**config.mk**
```make
export PLATFORM = sky130hd
export DESIGN_NAME = multi_switch_debounce_hold
export DESIGN_NICKNAME = d
export VERILOG_FILES = /design/src/msdh_pkg.sv /design/src/msdh_lane.sv /design/src/msdh_merge.sv /design/src/multi_switch_debounce_hold.sv
export SDC_FILE = /design/constraint.sdc
export NUM_CORES = 1
export LEC_CHECK = 0
export ABC_CLOCK_PERIOD_IN_PS = 9100
export BUFFER_PORTS_ARGS = -buffer_cell sky130_fd_sc_hd__buf_2
export CAP_MARGIN = 0
export CORE_MARGIN = 2
export CORE_UTILIZATION = 55
export DETAILED_ROUTE_END_ITERATION = 10
export GPL_TIMING_DRIVEN = 0
export PLACE_DENSITY = 0.72
export SYNTH_ARGS = -nofsm -noshare
export SYNTH_HDL_FRONTEND = slang
export SYNTH_HIERARCHICAL = 1
export SYNTH_SLANG_ARGS = --single-unit
```
**constraint.sdc**
```tcl
create_clock -name clk -period 9.1 [get_ports clk]
set_input_delay 1.365 -clock clk [delete_from_list [all_inputs] [get_ports clk]]
set_output_delay 1.365 -clock clk [all_outputs]
set_load 0.02 [all_outputs]
```
**src/msdh_pkg.sv**
```systemverilog
`timescale 1ns / 1ps
`default_nettype none
// ----------------------------------------------------------------------------
// msdh_pkg
// Types and constants shared by the multi-switch debounce and hold block.
// ----------------------------------------------------------------------------
package msdh_pkg;

  // Width of every payload field: one bit per switch for the first four.
  localparam int FIELD_W     = 4;
  localparam int STABLE_W    = 10;
  localparam int HOLD_W      = 16;
  localparam int CFG_DATA_W  = 16;
  localparam int CFG_INDEX_W = 2;

  localparam logic [STABLE_W-1:0] STABLE_MAX = {STABLE_W{1'b1}};
  localparam logic [HOLD_W-1:0]   PRESS_MAX  = {HOLD_W{1'b1}};

  // Register indexes on the configuration port.
  localparam logic [CFG_INDEX_W-1:0] REG_MIN_STABLE = 2'd0;
  localparam logic [CFG_INDEX_W-1:0] REG_HOLD_TICKS = 2'd1;
  localparam logic [CFG_INDEX_W-1:0] REG_HOLD_MASK  = 2'd2;

  localparam logic [STABLE_W-1:0] MIN_STABLE_RESET = 10'd10;
  localparam logic [HOLD_W-1:0]   HOLD_TICKS_RESET = 16'd800;
  localparam logic [FIELD_W-1:0]  HOLD_MASK_RESET  = 4'd15;

  // What one lane found on the current tick.
  typedef struct packed {
    logic press;
    logic release_ev;
    logic hold;
    logic level;
  } lane_out_t;

  // One result transaction.
  typedef struct packed {
    logic [FIELD_W-1:0] press_events;
    logic [FIELD_W-1:0] release_events;
    logic [FIELD_W-1:0] hold_events;
    logic [FIELD_W-1:0] debounced_levels;
  } result_t;

endpackage
`default_nettype wire

```
**src/msdh_lane.sv**
```systemverilog
`timescale 1ns / 1ps
`default_nettype none
// ----------------------------------------------------------------------------
// msdh_lane
// Debounce and long-press tracking for one switch, advanced once per tick.
// ----------------------------------------------------------------------------
module msdh_lane (
  input  wire                          clk,
  input  wire                          rst,
  input  wire                          advance,
  input  wire                          level_in,
  input  wire                          mask_bit,
  input  wire [msdh_pkg::STABLE_W-1:0] min_stable,
  input  wire [msdh_pkg::HOLD_W-1:0]   hold_ticks,
  output msdh_pkg::lane_out_t          lane_out
);
  import msdh_pkg::*;

  logic                candidate;
  logic [STABLE_W-1:0] stable_count;
  logic                accepted;
  logic [HOLD_W-1:0]   press_count;
  logic                pressed_seen;
  logic                hold_reported;

  logic                candidate_next;
  logic [STABLE_W-1:0] stable_count_next;
  logic                accepted_next;
  logic [HOLD_W-1:0]   press_count_next;
  logic                pressed_seen_next;
  logic                hold_reported_next;
  logic [STABLE_W-1:0] stable_inc;
  logic [HOLD_W-1:0]   press_inc;

  assign stable_inc = (stable_count == STABLE_MAX) ? stable_count : stable_count + 1'b1;
  assign press_inc  = (press_count == PRESS_MAX) ? press_count : press_count + 1'b1;

  always_comb begin
    candidate_next     = candidate;
    stable_count_next  = stable_count;
    accepted_next      = accepted;
    press_count_next   = press_count;
    pressed_seen_next  = pressed_seen;
    hold_reported_next = hold_reported;
    lane_out           = '0;
    if (level_in != candidate) begin
      candidate_next    = level_in;
      stable_count_next = '0;
    end else begin
      stable_count_next = stable_inc;
      if (stable_inc >= min_stable) begin
        if (level_in != accepted) begin
          accepted_next     = level_in;
          press_count_next  = '0;
          pressed_seen_next = 1'b1;
          if (!level_in) begin
            lane_out.press = 1'b1;
          end else begin
            // The release that ends a reported hold stays silent.
            lane_out.release_ev = !hold_reported;
            hold_reported_next  = 1'b0;
          end
        end else if (!level_in && pressed_seen && !hold_reported) begin
          press_count_next = press_inc;
          if (press_inc >= hold_ticks && mask_bit) begin
            lane_out.hold      = 1'b1;
            hold_reported_next = 1'b1;
          end
        end
      end
    end
    lane_out.level = accepted_next;
  end

  always_ff @(posedge clk) begin
    if (rst) begin
      candidate     <= 1'b1;
      stable_count  <= '0;
      accepted      <= 1'b1;
      press_count   <= '0;
      pressed_seen  <= 1'b0;
      hold_reported <= 1'b0;
    end else if (advance) begin
      candidate     <= candidate_next;
      stable_count  <= stable_count_next;
      accepted      <= accepted_next;
      press_count   <= press_count_next;
      pressed_seen  <= pressed_seen_next;
      hold_reported <= hold_reported_next;
    end
  end

endmodule
`default_nettype wire

```
**src/msdh_merge.sv**
```systemverilog
`timescale 1ns / 1ps
`default_nettype none
// ----------------------------------------------------------------------------
// msdh_merge
// Gathers the lane results into the output fields and buffers them in an
// output register backed by a skid register.
// ----------------------------------------------------------------------------
module msdh_merge #(
  parameter int SWITCH_COUNT = 4
) (
  input  wire                 clk,
  input  wire                 rst,
  input  wire                 push,
  input  msdh_pkg::lane_out_t lanes [SWITCH_COUNT],
  output logic                full,
  output logic                out_valid,
  input  wire                 out_stall,
  output msdh_pkg::result_t   out_data
);
  import msdh_pkg::*;

  result_t merged;
  result_t skid_data;
  logic    skid_valid;
  logic    pop;

  // Only the first four switches reach the fields; missing ones read as zero.
  always_comb begin
    merged = '0;
    for (int i = 0; i < FIELD_W; i++) begin
      if (i < SWITCH_COUNT) begin
        merged.press_events[i]     = lanes[i].press;
        merged.release_events[i]   = lanes[i].release_ev;
        merged.hold_events[i]      = lanes[i].hold;
        merged.debounced_levels[i] = lanes[i].level;
      end
    end
  end

  assign pop  = out_valid && !out_stall;
  assign full = skid_valid;

  always_ff @(posedge clk) begin
    if (rst) begin
      out_valid  <= 1'b0;
      skid_valid <= 1'b0;
    end else if (pop) begin
      if (skid_valid) begin
        skid_valid <= 1'b0;
      end else if (!push) begin
        out_valid <= 1'b0;
      end
    end else if (push) begin
      if (!out_valid) begin
        out_valid <= 1'b1;
      end else begin
        skid_valid <= 1'b1;
      end
    end
  end

  always_ff @(posedge clk) begin
    if (pop) begin
      if (skid_valid) begin
        out_data <= skid_data;
      end else if (push) begin
        out_data <= merged;
      end
    end else if (push) begin
      if (!out_valid) begin
        out_data <= merged;
      end else begin
        skid_data <= merged;
      end
    end
  end

endmodule
`default_nettype wire

```
**src/multi_switch_debounce_hold.sv**
```systemverilog
`timescale 1ns / 1ps
`default_nettype none
// ----------------------------------------------------------------------------
// multi_switch_debounce_hold
// Debounces a group of push switches tick by tick and reports press,
// release and long-press hold events with the debounced levels.
//
//   Channel  Handshake              Payload
//   in       in_valid / in_stall    raw_levels
//   out      out_valid / out_stall  press_events, release_events,
//                                   hold_events, debounced_levels
//   cfg      cfg_write              cfg_index, cfg_data
//
// One tick transaction is taken every cycle unless in_stall is high; its
// result is registered. Each switch lane updates its counters in the cycle
// of acceptance. Reset clears the lane counters, sets each lane released and
// loads the register defaults at once. The output register and a skid
// register absorb a stall; in_stall rises only when both hold results.
// ----------------------------------------------------------------------------
module multi_switch_debounce_hold #(
  parameter int SWITCH_COUNT = 4
) (
  input  wire                             clk,
  input  wire                             rst,
  input  wire                             in_valid,
  output logic                            in_stall,
  input  wire [msdh_pkg::FIELD_W-1:0]     raw_levels,
  output logic                            out_valid,
  input  wire                             out_stall,
  output logic [msdh_pkg::FIELD_W-1:0]    press_events,
  output logic [msdh_pkg::FIELD_W-1:0]    release_events,
  output logic [msdh_pkg::FIELD_W-1:0]    hold_events,
  output logic [msdh_pkg::FIELD_W-1:0]    debounced_levels,
  input  wire                             cfg_write,
  input  wire [msdh_pkg::CFG_INDEX_W-1:0] cfg_index,
  input  wire [msdh_pkg::CFG_DATA_W-1:0]  cfg_data
);
  import msdh_pkg::*;

  logic [STABLE_W-1:0] min_stable_ticks;
  logic [HOLD_W-1:0]   hold_ticks;
  logic [FIELD_W-1:0]  hold_enable_mask;

  logic      accept;
  logic      full;
  lane_out_t lanes [SWITCH_COUNT];
  result_t   result;

  always_ff @(posedge clk) begin
    if (rst) begin
      min_stable_ticks <= MIN_STABLE_RESET;
      hold_ticks       <= HOLD_TICKS_RESET;
      hold_enable_mask <= HOLD_MASK_RESET;
    end else if (cfg_write) begin
      case (cfg_index)
        REG_MIN_STABLE: min_stable_ticks <= cfg_data[STABLE_W-1:0];
        REG_HOLD_TICKS: hold_ticks       <= cfg_data[HOLD_W-1:0];
        REG_HOLD_MASK:  hold_enable_mask <= cfg_data[FIELD_W-1:0];
        default: ;
      endcase
    end
  end

  assign in_stall = full;
  assign accept   = in_valid && !full;

  for (genvar i = 0; i < SWITCH_COUNT; i++) begin : g_lane
    logic level_in;
    logic mask_bit;
    // Switches past the field width see a pressed level and no hold enable.
    if (i < FIELD_W) begin : g_wired
      assign level_in = raw_levels[i];
      assign mask_bit = hold_enable_mask[i];
    end else begin : g_extra
      assign level_in = 1'b0;
      assign mask_bit = 1'b0;
    end
    msdh_lane u_lane (
      .clk        (clk),
      .rst        (rst),
      .advance    (accept),
      .level_in   (level_in),
      .mask_bit   (mask_bit),
      .min_stable (min_stable_ticks),
      .hold_ticks (hold_ticks),
      .lane_out   (lanes[i])
    );
  end

  msdh_merge #(
    .SWITCH_COUNT (SWITCH_COUNT)
  ) u_merge (
    .clk       (clk),
    .rst       (rst),
    .push      (accept),
    .lanes     (lanes),
    .full      (full),
    .out_valid (out_valid),
    .out_stall (out_stall),
    .out_data  (result)
  );

  assign press_events     = result.press_events;
  assign release_events   = result.release_events;
  assign hold_events      = result.hold_events;
  assign debounced_levels = result.debounced_levels;

  // The skid register fills only behind a waiting result.
  a_stall_has_result: assert property (@(posedge clk) disable iff (rst)
    in_stall |-> out_valid)
    else $error("input stalled with no result pending");

  a_press_not_release: assert property (@(posedge clk) disable iff (rst)
    out_valid |-> (press_events & release_events) == '0)
    else $error("press and release on the same switch");

  a_press_level_low: assert property (@(posedge clk) disable iff (rst)
    out_valid |-> ((press_events | hold_events) & debounced_levels) == '0)
    else $error("press or hold reported on an open switch");

  a_release_level_high: assert property (@(posedge clk) disable iff (rst)
    out_valid |-> (release_events & ~debounced_levels) == '0)
    else $error("release reported on a pressed switch");

endmodule
`default_nettype wire

```
==> results of run 1 <==
through the flow:
stage                     total power [mW]  instance area, um2   util  hold WS (ps)  instances
after floorplan                      0.981               13200      -           445       1528
after global placement                1.03               13800  0.587           456       1887
after detailed placement              1.04               13800  0.588           472       1889
after CTS                             1.74               14400  0.611           486       1921
after global routing                  1.79               14400  0.611           516       1921
final                                 1.72               14400  0.611           490       1921
cells in the final DEF (no fill, tap or decap), types with 13 or more instances in the layout:
| cell | netlist | layout |
|---|---|---|
| a211oi_1 | 13 | 13 |
| a21oi_1 | 109 | 108 |
| a22oi_1 | 27 | 27 |
| a22oi_2 | 30 | 30 |
| a31oi_1 | 16 | 16 |
| and2_1 | 14 | 14 |
| and3_1 | 32 | 32 |
| buf_2 | 13 | 53 |
| clkbuf_1 | 27 | 29 |
| clkbuf_16 | 0 | 18 |
| dfxtp_1 | 152 | 152 |
| edfxtp_1 | 32 | 32 |
| ha_1 | 116 | 116 |
| inv_1 | 131 | 131 |
| mux2_2 | 26 | 26 |
| mux2i_1 | 33 | 33 |
| nand2_1 | 120 | 120 |
| nand2b_1 | 44 | 44 |
| nand3_1 | 42 | 42 |
| nand4_1 | 30 | 30 |
| nor2_1 | 153 | 153 |
| nor3_1 | 15 | 15 |
| o21a_1 | 13 | 13 |
| o21ai_0 | 60 | 60 |
| xnor2_1 | 35 | 35 |
| xor2_1 | 20 | 20 |
synthesized netlist by cell type (5+ instances only):
cell type | n | share of area
nand4_1 | 30 | 0.014
o211ai_2 | 6 | 0.0057
nand3b_1 | 5 | 0.0028
a21o_1 | 5 | 0.0028
nor4_1 | 8 | 0.0038
nand3_1 | 42 | 0.016
dfxtp_1 | 152 | 0.23
nor2_1 | 153 | 0.043
xnor2_1 | 35 | 0.023
a311oi_1 | 6 | 0.0040
mux2i_1 | 33 | 0.025
a31oi_1 | 16 | 0.0076
and2_1 | 14 | 0.0066
edfxtp_1 | 32 | 0.073
buf_4 | 10 | 0.0057
xor2_1 | 20 | 0.013
a22oi_1 | 27 | 0.015
inv_1 | 131 | 0.037
buf_2 | 13 | 0.0049
ha_1 | 116 | 0.11
nand2_1 | 120 | 0.034
a21oi_1 | 109 | 0.041
or4_1 | 12 | 0.0068
nor3_1 | 15 | 0.0057
nand2b_1 | 44 | 0.021
a211oi_1 | 13 | 0.0074
o21ai_1 | 12 | 0.0045
mux2_4 | 10 | 0.011
o21ai_0 | 60 | 0.023
buf_6 | 7 | 0.0060
mux2_2 | 26 | 0.022
or3_1 | 7 | 0.0033
nor2b_1 | 9 | 0.0043
a22oi_2 | 30 | 0.028
o211ai_1 | 7 | 0.0040
o31ai_1 | 5 | 0.0028
and3_1 | 32 | 0.015
clkbuf_1 | 27 | 0.0077
a211oi_2 | 8 | 0.0076
o21a_1 | 13 | 0.0074
flip-flops by register name, indices dropped and copies added, names as in the netlist:
register and count:
min_stable_ticks 10, g_lane.u_lane/press_count 64, g_lane.u_lane/hold_reported 4, g_lane.u_lane/pressed_seen 4, g_lane.u_lane/stable_count 40, hold_enable_mask 4, u_merge/full 1, g_lane.u_lane/accepted 4
g_lane.u_lane/candidate 4, hold_ticks 16, u_merge/out_data 16, u_merge/skid_data 16, u_merge/out_valid 1
metal layers:
layer	vias to the layer above	track usage
li1	5625	-
met1	5371	0.361
met2	241	0.453
met3	45	0.0320
met4	0	0.0963
met5	-	0
cell type report:
cell class / count / area (um2) / area share
Multi-Input combinational cell: 1150 / 8380 / 0.582
Sequential cell: 184 / 4000 / 0.278
Inverter: 134 / 503 / 0.0350
Clock buffer: 21 / 472 / 0.0328
Tap cell: 319 / 399 / 0.0277
Buffer: 60 / 332 / 0.0230
Timing Repair Buffer: 42 / 230 / 0.0160
Clock inverter: 11 / 75.1 / 0.00522
kinds of logic after synthesis:
kind of cell	share of synthesized area
and+or+nand+nor	0.221
AOI/OAI and AO/OA	0.204
buffers and inverters	0.0632
DFF	0.303
adders and majority gates	0.110
muxes	0.0585
xor gates and xnor gates	0.0402
power by group through the flow:
stage                     Combinational [mW]  Sequential (mW)  Clock [mW]
after floorplan                        0.106            0.875           0
after global placement                 0.152            0.879           0
after detailed placement               0.159            0.879           0
after CTS                              0.160            0.860       0.715
after global routing                   0.179            0.862       0.748
final                                  0.160            0.861       0.703
final timing paths:
path / from / endpoint / slack (ps)
worst max register to register: g_lane[1].u_lane/stable_count[0]$_SDFFE_PP0P_ / u_merge/out_data[1]$_DFFE_PP_ / 4970
worst min-delay path: g_lane[2].u_lane/pressed_seen$_SDFFE_PP0P_ / g_lane[2].u_lane/pressed_seen$_SDFFE_PP0P_ / 490
worst min register to register: g_lane[2].u_lane/pressed_seen$_SDFFE_PP0P_ / g_lane[2].u_lane/pressed_seen$_SDFFE_PP0P_ / 490
worst max-delay path: g_lane[1].u_lane/stable_count[0]$_SDFFE_PP0P_ / u_merge/out_data[1]$_DFFE_PP_ / 4970
worst reg2reg max path: cells and delay by family (launching register included):
| kind | cells | cell delay (ps) |
|---|---|---|
| AND/OR/NAND/NOR | 7 | 1460 |
| flip-flops | 1 | 450 |
| multiplexers | 1 | 270 |
| adder cells (fa/ha/maj) | 2 | 490 |
| AO/OA/AOI/OAI | 3 | 400 |
| XOR/XNOR | 1 | 170 |
| buffers and inverters | 4 | 640 |
==> impl_metrics.toml, run 1 <==
[worst_setup_path]
startpoint_type = "flop"
reg2reg_depth = 18
cp_common_cell = "buf_2"
cp_num_cells = 18
cp_top_family = "simple AND/OR/NAND/NOR gates"
cp_slowest_cell = "nor4_2"
worst-path-max-fanout = 8
crit_chain = "ha_1 -> buf_2 -> nand2_1 -> nor4_2 -> nor3_2 -> nand3_1 -> xnor2_1 -> ha_1 -> a211oi_2 -> nor2_1 -> or3_1 -> buf_2 -> or2_0 -> buf_2 -> a21oi_1 -> o21ai_0 -> buf_4 -> mux2_2"
path_class = "flop to flop"
cp.arrival_ps = 4320
cp-end-kind = "flop"
crit_required_ps = 9280
worst-path-buf-inv = 4
cpPeakStageDelay_ps = 460

[global_routing]
grt_pass1_vias = 10600
grt_first_pass_wirelength_mm = 55.3
grt_antenna_before_repair = 0
grt_max_degree = 17
grt-ovfl-total = 0
grtUsageTotal = 0.270

[logic_synthesis]
async_reset_ff_frac = 0
ys.flop_type = "dfxtp_1"
synth_cell_types = 84
synth_cells = 1528
synth_area_per_cell_um2 = 8.64
ys_seq_area_frac = 0.303
synth_nets = 1671
ys_ff_latch = 184
synth-edff-count = 32
yosys_warnings = 6
synth_area_um2 = 13200

[clocking]
clk_path_buf_depth = 2
cts_setup_buffers = 0
htree_num_levels = 4
path_clk_slew_ps = 70
root_buffer = "clkbuf_16"
cts_tree = "built"
numCtsBuffers = 17
cts_resized = 0
clkSinkCount = 184
clk_latency_ps = 440
cts_hold_buf = 0

[placed_design]
routabilityCongestion = 0.863
place_ws_ps = 5010
io_buffers = 40
hpwl_mm = 25.3

[floorplan]
die_w_um = 159
die_area_um2 = 25300
ioPinCount = 45
num_rows = 56
start_util = 0.561
chipHeight_um = 159
core_um2 = 23500

[sta]
finalWorstSetupSlack_ps = 4970
worst_slew_pin_slew_ps = 1110
max_freq_mhz = 242
finalSetupViolations = 0
slew_violations = 0
finalCritPeriodShare = 0.454
layout_min_cycle_time_ps = 4130
hold_viol_final = 0
worst_clock_skew_ps = 8.70
setup_tns_ps = 0
slew_headroom = 0.259
grt_setup_unrepaired = "no"

[power_and_ir_drop]
power.internal_mw = 1.27
p_comb_frac = 0.093
seqPwrFrac = 0.499
power_density_nw_per_um2 = 120
power_frac_clock = 0.408
ir_drop_uv = 109
switching_share = 0.264
p_switching_mw = 0.456
leakagePower_nw = 5.93

[drt]
wirelength_mm = 34.1
drt_iter0_drc = 817
post_drt_wl_per_cell_um = 17.7
drt-pass1-iter-count = 5
dr_wl_met3_mm = 1.32
vias = 11300
route.detailed.drc = 0
antenna_left = 0
viasPerCell = 5.87
highest_layer = "met4"
met2_length_mm = 16.0
wl_met1_mm = 15.8

[run_status]
status = "complete, no violations"

[layout]
nets = 1732
fill_cells = 2125
syn_to_final_growth_pct = 8.95
n_antenna_cell = 0
layout-drive-gt1-share = 0.153

[worst_hold_path]
hold_class = "flop to flop"
holdPathStages = 1

[job]
cap_violations = 0
Note: power is estimated with default switching activity, not from simulation.
==> run 2, diff against run 1 <==
--- a/config.mk
+++ b/config.mk
@@ -5,7 +5,7 @@
 export SDC_FILE = /design/constraint.sdc
 export NUM_CORES = 1
 export LEC_CHECK = 0
-export ABC_CLOCK_PERIOD_IN_PS = 9100
+export ABC_CLOCK_PERIOD_IN_PS = 4300
 export BUFFER_PORTS_ARGS = -buffer_cell sky130_fd_sc_hd__buf_2
 export CAP_MARGIN = 0
 export CORE_MARGIN = 2
==> constraint.sdc (replaced) <==
create_clock -name clk -period 4.3 [get_ports clk]
set_input_delay 0.645 -clock clk [delete_from_list [all_inputs] [get_ports clk]]
set_output_delay 0.645 -clock clk [all_outputs]
set_load 0.02 [all_outputs]
==> run 2 against run 1 <==
Compared with the run above: first-iteration DRC count decreased by 2.0%; power increased by 110%; cell count increased by 0.10%; clock skew decreased by 0.65 ps; die area unchanged; global-route usage unchanged.
==> impl_metrics.toml, run 2 (synthesized netlist as in run 1, its figures left out) <==
[clocking]
cts_hold_buf = 0
numCtsBuffers = 17
root_buffer = "clkbuf_16"
clkSinkCount = 184
cts_tree = "built"
htree_num_levels = 4
path_clk_slew_ps = 70
clk_path_buf_depth = 2
clk_latency_ps = 440

[worst_setup_path]
cp.arrival_ps = 4170
worst-path-max-fanout = 8
path_class = "flop to flop"
cp-end-kind = "flop"
crit_required_ps = 4480
startpoint_type = "flop"

[drt]
route.detailed.drc = 0
post_drt_wl_per_cell_um = 17.8
drt_iter0_drc = 801
antenna_left = 0
vias = 11300
viasPerCell = 5.89
wirelength_mm = 34.3
drt-pass1-iter-count = 5

[floorplan]
num_rows = 56
core_um2 = 23500
start_util = 0.561
die_w_um = 159
ioPinCount = 45
die_area_um2 = 25300
chipHeight_um = 159

[sta]
finalSetupViolations = 0
finalCritPeriodShare = 0.928
grt_setup_unrepaired = "no"
worst_clock_skew_ps = 8.04
slew_headroom = 0.266
max_freq_mhz = 251
slew_violations = 0
setup_tns_ps = 0
layout_min_cycle_time_ps = 3990
hold_ws_ps = 451
worst_slew_pin_slew_ps = 1100
hold_viol_final = 0

[placed_design]
io_buffers = 40
placed_cells = 1889
hpwl_mm = 25.3
place_area_um2 = 13800
routabilityCongestion = 0.863

[layout]
nets = 1734
fin_cells = 1923
regMostFlops = "g_lane.u_lane/press_count"
stdcell_area_um2 = 14400
reg_top3 = "g_lane.u_lane/press_count: 64 flops, g_lane.u_lane/stable_count: 40 flops"
layout_commonest_cell = "nor2_1"
layout-drive-gt1-share = 0.154
n_antenna_cell = 0
final_cell_mix = "nor2_1, dfxtp_1, inv_1"
largest_reg_flops = 64
syn_to_final_growth_pct = 9.13
fill_cells = 2118

[global_routing]
grtUsageTotal = 0.270
grt_pass1_vias = 10600
met3_usage = 0.0320
grt_max_degree = 17
use_met2 = 0.453
grt_antenna_before_repair = 0
grt_first_pass_wirelength_mm = 55.3
grt-ovfl-total = 0
met1_usage = 0.361
busiest_layer = "met2"

[power_and_ir_drop]
power.internal_mw = 2.68
ir_drop_uv = 228
switching_share = 0.264
p_comb_frac = 0.093
seqPwrFrac = 0.500
leakagePower_nw = 5.95
p_switching_mw = 0.963
power_frac_clock = 0.407
power_density_nw_per_um2 = 253

[job]
cap_violations = 0

[worst_hold_path]
hold_class = "input pin to flop"

[run_status]
status = "complete, no violations"
## run 2: path summary, 6_finish.rpt
path | from | to | slack, ps | cells after the start
max | g_lane[1].u_lane/stable_count[0]$_SDFFE_PP0P_ | u_merge/out_data[1]$_DFFE_PP_ | 310 | 18
min | raw_levels[0] | g_lane[0].u_lane/hold_reported$_SDFFE_PP0P_ | 450 | 2
max reg2reg | g_lane[1].u_lane/stable_count[0]$_SDFFE_PP0P_ | u_merge/out_data[1]$_DFFE_PP_ | 310 | 18
min reg2reg | g_lane[2].u_lane/pressed_seen$_SDFFE_PP0P_ | g_lane[2].u_lane/pressed_seen$_SDFFE_PP0P_ | 490 | 1
## run 2: cell type report
type / instances / area [um2] / area share
multi-input combinational: 1150 / 8390 / 0.582
clock buffer: 21 / 472 / 0.0327
sequential: 184 / 4000 / 0.278
clock inverter: 11 / 75.1 / 0.00521
buffer: 60 / 332 / 0.0230
inverter: 134 / 503 / 0.0349
timing repair buffer: 44 / 245 / 0.0170
tap: 319 / 399 / 0.0277
## run 2: metal layers
layer,part of all wire,wire length (um)
met5,0,0
met4,0.028,971
met3,0.045,1550
met2,0.47,16100
met1,0.46,15700
## run 2: worst max-delay path, cell delays in order, from the launching register on
cell,delay (ps)
dfxtp_1,370
ha_1,220
buf_2,160
nand2_1,120
nor4_4,70
nor3_2,320
nand3_1,180
xnor2_1,250
ha_1,300
a211oi_2,180
nor2_1,60
or3_1,350
buf_2,170
or2_0,190
buf_2,160
a21oi_1,150
o21ai_0,80
buf_4,140
mux2_2,270
## run 2: what timing repair did
item / in CTS / in global routing
setup endpoints to repair: 0 / 2
gates resized for setup: 0 / 1
setup buffers: 0 / 2
## run 2: per-stage QoR
stage          power [mW]  setup slack, ps   util
2_1_floorplan        2.08              733      -
3_3_place_gp         2.18             -223  0.587
4_1_cts              3.67              195  0.611
5_1_grt              3.78             30.7  0.612
3_5_place_dp         2.20              215  0.588
6_report             3.65              310  0.612
## run 2: power groups by stage
| stage | Sequential (mW) | Combinational [mW] | Clock, mW |
|---|---|---|---|
| 5_1_grt | 1.82 | 0.378 | 1.58 |
| 2_1_floorplan | 1.85 | 0.225 | 0 |
| 4_1_cts | 1.82 | 0.338 | 1.51 |
| 3_3_place_gp | 1.86 | 0.323 | 0 |
| 3_5_place_dp | 1.86 | 0.337 | 0 |
| 6_report | 1.82 | 0.340 | 1.49 |
